==> src/hdl/sbsa_pkg.sv <==
package sbsa_pkg;

	localparam int NODES       = 16;
	localparam int BLK_ENTRIES = 9;
	localparam int VAL_W       = 32;
	localparam int NODE_W      = 4;
	localparam int THR_W       = 16;
	localparam int BLK_CNT     = NODES * NODES;
	localparam int BLK_W       = (BLK_CNT > 1) ? $clog2(BLK_CNT) : 1;
	localparam int BLK_BITS    = BLK_ENTRIES * VAL_W;

	localparam logic [THR_W-1:0] THR_RESET = 16'd1;

	localparam logic KIND_ACC  = 1'b0;
	localparam logic KIND_READ = 1'b1;

	localparam logic [VAL_W-1:0] SAT_MAX = 32'h7FFF_FFFF;
	localparam logic [VAL_W-1:0] SAT_MIN = 32'h8000_0000;

	typedef logic [BLK_ENTRIES-1:0][VAL_W-1:0] blk_t;

	typedef struct packed {
		logic                    kind;
		logic [NODE_W-1:0]       row_node;
		logic [NODE_W-1:0]       col_node;
		logic signed [VAL_W-1:0] val_00;
		logic signed [VAL_W-1:0] val_01;
		logic signed [VAL_W-1:0] val_02;
		logic signed [VAL_W-1:0] val_10;
		logic signed [VAL_W-1:0] val_11;
		logic signed [VAL_W-1:0] val_12;
		logic signed [VAL_W-1:0] val_20;
		logic signed [VAL_W-1:0] val_21;
		logic signed [VAL_W-1:0] val_22;
	} item_t;

	typedef struct packed {
		logic                    skipped;
		logic                    saturated;
		logic signed [VAL_W-1:0] sum_00;
		logic signed [VAL_W-1:0] sum_01;
		logic signed [VAL_W-1:0] sum_02;
		logic signed [VAL_W-1:0] sum_10;
		logic signed [VAL_W-1:0] sum_11;
		logic signed [VAL_W-1:0] sum_12;
		logic signed [VAL_W-1:0] sum_20;
		logic signed [VAL_W-1:0] sum_21;
		logic signed [VAL_W-1:0] sum_22;
	} result_t;

endpackage

==> src/hdl/sbsa_alu.sv <==
module sbsa_alu (
	input  sbsa_pkg::blk_t cur,
	input  sbsa_pkg::blk_t add,
	output sbsa_pkg::blk_t sum,
	output logic           sat
);
	import sbsa_pkg::*;

	logic [BLK_ENTRIES-1:0][VAL_W:0] wide;
	logic [BLK_ENTRIES-1:0]          clip;

	always_comb begin
		for (int k = 0; k < BLK_ENTRIES; k++) begin
			wide[k] = {cur[k][VAL_W-1], cur[k]} + {add[k][VAL_W-1], add[k]};
			clip[k] = wide[k][VAL_W] != wide[k][VAL_W-1];
			if (clip[k]) begin
				sum[k] = wide[k][VAL_W] ? SAT_MIN : SAT_MAX;
			end else begin
				sum[k] = wide[k][VAL_W-1:0];
			end
		end
	end

	assign sat = |clip;

endmodule

==> config.mk <==
export PLATFORM = sky130hd
export DESIGN_NAME = sbsa_alu
export DESIGN_NICKNAME = d
export VERILOG_FILES = /design/src/hdl/sbsa_pkg.sv /design/src/hdl/sbsa_alu.sv
export SDC_FILE = /design/constraint.sdc
export NUM_CORES = 1
export LEC_CHECK = 0
export ABC_AREA = 1
export BUFFER_PORTS_ARGS = -buffer_cell sky130_fd_sc_hd__buf_4
export CAP_MARGIN = 20
export CORE_AREA = 2 2 341 343
export DETAILED_ROUTE_END_ITERATION = 8
export DIE_AREA = 0 0 343 345
export MAX_ROUTING_LAYER = met4
export PLACE_DENSITY = 0.36
export SYNTH_ARGS = -nofsm -noshare
export SYNTH_HDL_FRONTEND = slang
export SYNTH_SLANG_ARGS = --single-unit
==> constraint.sdc <==
create_clock -name vclk -period 2.7
set_input_delay 0.405 -clock vclk [all_inputs]
set_output_delay 0.405 -clock vclk [all_outputs]
set_load 0.05 [all_outputs]
==> flow_summary_export.csv <==
group,metric,value,unit
floorplanning,dieArea,118000,µm²
hold_path,hold-path-cell-count,5,
floorplanning,core,115000,µm²
finish,stdcell_count,7527,
floorplanning,initial_core_util,17.3,%
grt,grt_max_degree,22,
finish,nFlopsAndLatches,0,
timing,fin_crit,3.09,ns
power,seqPwrFrac,0,%
outcome,violations,"negative setup slack",
timing,tightest_slew,0.528,ns
power,switching_share,54.9,%
logic_synthesis,yosysSeqAreaShare,0,%
detailed_routing,routed_wl,143000,µm
hold_path,hold_path.class,"primary input to output pin",
power,cellLeakagePower,25.6,nW
timing,post-route-period-util,114,%
floorplanning,dieHeight,345,µm
power,p_sw,0.0140,W
finish,layout.nets,6866,
critical_path,path_class,"primary input to output pin",
finish,n_clock_buffer,0,
timing,relSlewSlack,64.4,%
critical_path,required,2.30,ns
grt,grt_pass1_wl,209000,µm
critical_path,slowest_stage,"fa_2",
logic_synthesis,synth_fp_nets,4681,
placed_design,dp_slack,-0.722,ns
grt,grt_pass1_vias,34400,
grt,use_met2,42.1,%
placed_design,dp_cells,7335,
critical_path,worstSetupStartpoint,"cur[256]",
critical_path,crit_chain,"buf_6 > ha_4 > inv_2 > fa_2 > o21ai_4 > nand2_2 > nand2_2 > nand3_2 > nand2_4 > nand2_4 > nand2_4 > nand2_4 > nand2_8 > nand3_4 > buf_12 > nand2_8 > buf_12 > nor2_4 > nand2_2 > buf_8",
detailed_routing,vias_per_cell,4.36,
critical_path,path_buf_inv,5,
timing,drv_slew,0,
grt,met1_usage,28.9,%
placed_design,io_buffer_count,865,
floorplanning,std_cell_rows,125,
outcome,outcome,"finished, violations left",
timing,fin_ws,-0.390,ns
critical_path,cpLargestDelayFamily,"simple AND/OR/NAND/NOR gates",
cts,ctsHoldBuffers,0,
detailed_routing,drt-initial-drc-count,1364,
grt,grt_overflow,0,
hold_path,holdCritStartpoint,"cur[192]",
detailed_routing,drtPass1Iterations,5,
finish,layout_commonest_cell,"buf_4",
finish,final_cell_mix,"buf_4 (1729), nand2_1 (837), inv_1 (388)",
critical_path,startpoint_type,"primary input",
detailed_routing,antenna_left,0,
detailed_routing,drc,0,
logic_synthesis,ys_warn_count,0,
timing,fmax,0.324,GHz
finish,syn_to_final_growth,164,%
power,pwr-share-comb,100.0,%
logic_synthesis,avgSynthCellArea,5.23,µm²
logic_synthesis,syn_area,19900,µm²
floorplanning,die-width,343,µm
grt,grt.busiest_layer,"met2",
power,irDropWorstVdd,0.328,mV
power,cellPowerDensity,485,nW/µm²
logic_synthesis,synth_cells,3808,
grt,antenna_found_initial,15,
timing,setup_violations,280,
critical_path,path_max_fanout,3,
run,maxCapViolations,0,
finish,regArea,0,µm²
timing,rsz0062_at_grt,"yes",
placed_design,hpwl,123000,µm
floorplanning,io_pins,865,
critical_path,cp.arrival,2.68,ns
power,p_int,0.0115,W
critical_path,end_kind,"output pin",
detailed_routing,vias,32800,
finish,drive_gt1_share,62.2,%
finish,fill_cells,11900,
critical_path,cp_common_cell,"nand2_4",
grt,grt_usage,23.6,%
detailed_routing,post_drt_wl_per_cell,19.0,µm
hold_path,holdPathEnd,"sum[192]",
timing,hold_viol,0,
placed_design,gp_congestion,0.936,
logic_synthesis,post_synth_num_cell_types,44,
critical_path,cpPeakStageDelay,0.38,ns
power,pwr-share-clk,0,%
finish,multi_input_area,28300,µm²
grt,grtUsageMet3,1.94,%
## routing by layer
layer  up-vias  share of wire, %  routed length, µm
li1      16700                 -                  -
met1     15200                43              61500
met2       757                51              72300
met3       108               4.0               5690
met4         0               2.2               3200
met5         -                 0                  0
## synthesized netlist by cell type, types with 3 or more instances
cell	number	area, µm²
xnor2_1	70	613
nand3_1	218	1090
a211oi_1	3	22.5
o21bai_1	45	338
o2111ai_1	6	52.6
nand2_4	8	90.1
ha_1	288	3600
nor3_2	7	70.1
nor2_1	357	1340
o211ai_1	13	97.6
nand2_2	27	169
nor4_1	11	68.8
nor3_1	48	240
a21o_1	24	180
buf_2	39	195
a21oi_1	317	1590
xor2_1	157	1380
and2_1	4	25.0
fa_1	9	180
o21ai_1	22	110
inv_1	425	1600
or2_1	4	25.0
o21ai_0	129	646
nand3b_1	6	45.0
inv_2	6	22.5
clkbuf_2	4	20.0
nand2_1	1480	5560
nand4_1	31	194
nor2_2	4	25.0
a31o_2	8	70.1
o21a_1	4	30.0
a31oi_1	15	93.8
buf_4	3	22.5
## per-stage QoR
| stage | hold slack [ns] | utilization (%) | instance area (µm²) | setup TNS [ns] | total power [W] |
|---|---|---|---|---|---|
| 6_report | 1.26 | 45.8 | 52700 | -53.93 | 0.0256 |
| 3_3_place_gp | 1.29 | 34.5 | 39800 | -113.20 | 0.0190 |
| 2_1_floorplan | 1.11 | - | 22300 | -4.63 | 0.0108 |
| 5_1_grt | 1.28 | 45.8 | 52700 | -79.81 | 0.0268 |
| 4_1_cts | 1.25 | 42.8 | 49200 | -56.46 | 0.0242 |
| 3_5_place_dp | 1.29 | 34.5 | 39800 | -116.04 | 0.0189 |
## worst min-delay path, cell delays in order
cell and delay, ns:
buf_6 0.07, ha_4 0.11, nand2_2 0.06, nand2_4 0.07, buf_8 0.13
## power by group through the flow
stage	registers (W)	clock network (W)	logic [W]
6_report	0	0.000000000599	0.0256
5_1_grt	0	0.000000000597	0.0268
4_1_cts	0	0	0.0242
3_5_place_dp	0	0	0.0189
3_3_place_gp	0	0	0.0190
2_1_floorplan	0	0	0.0108
## cell type report
cell class,instances,area share (%)
Antenna cell,12,0.0570
Inverter,432,3.21
Multi-Input combinational cell,3329,53.7
Tap cell,1524,3.62
Timing Repair Buffer,2230,39.4
## cells by family (layout without fill, tap and decap cells)
family,after synthesis,after routing,share of synthesized area (%)
buf+inv,479,2662,9.39
simple gates,2213,2213,45.2
xor+xnor,227,227,9.98
compound gates,592,592,16.4
fa+ha+maj,297,297,19.0
other cells,0,12,0
## timing repair
action,CTS,global route
endpoints found under the setup margin,285,286
pin swaps,399,281
buffers inserted,119,62
resized for setup,1727,656
hold endpoints to repair,0,0
cloned,24,4
## worst max path at each step
| stage | cells past startpoint | endpoint |
|---|---|---|
| 2_1_floorplan | 18 | sum[189] |
| 3_3_place_gp | 15 | sum[163] |
| 3_5_place_dp | 15 | sum[163] |
| 4_1_cts | 18 | sum[163] |
| 5_1_grt | 18 | sum[163] |
| 6_report | 20 | sat |
Power figures use the tool's default switching activity.
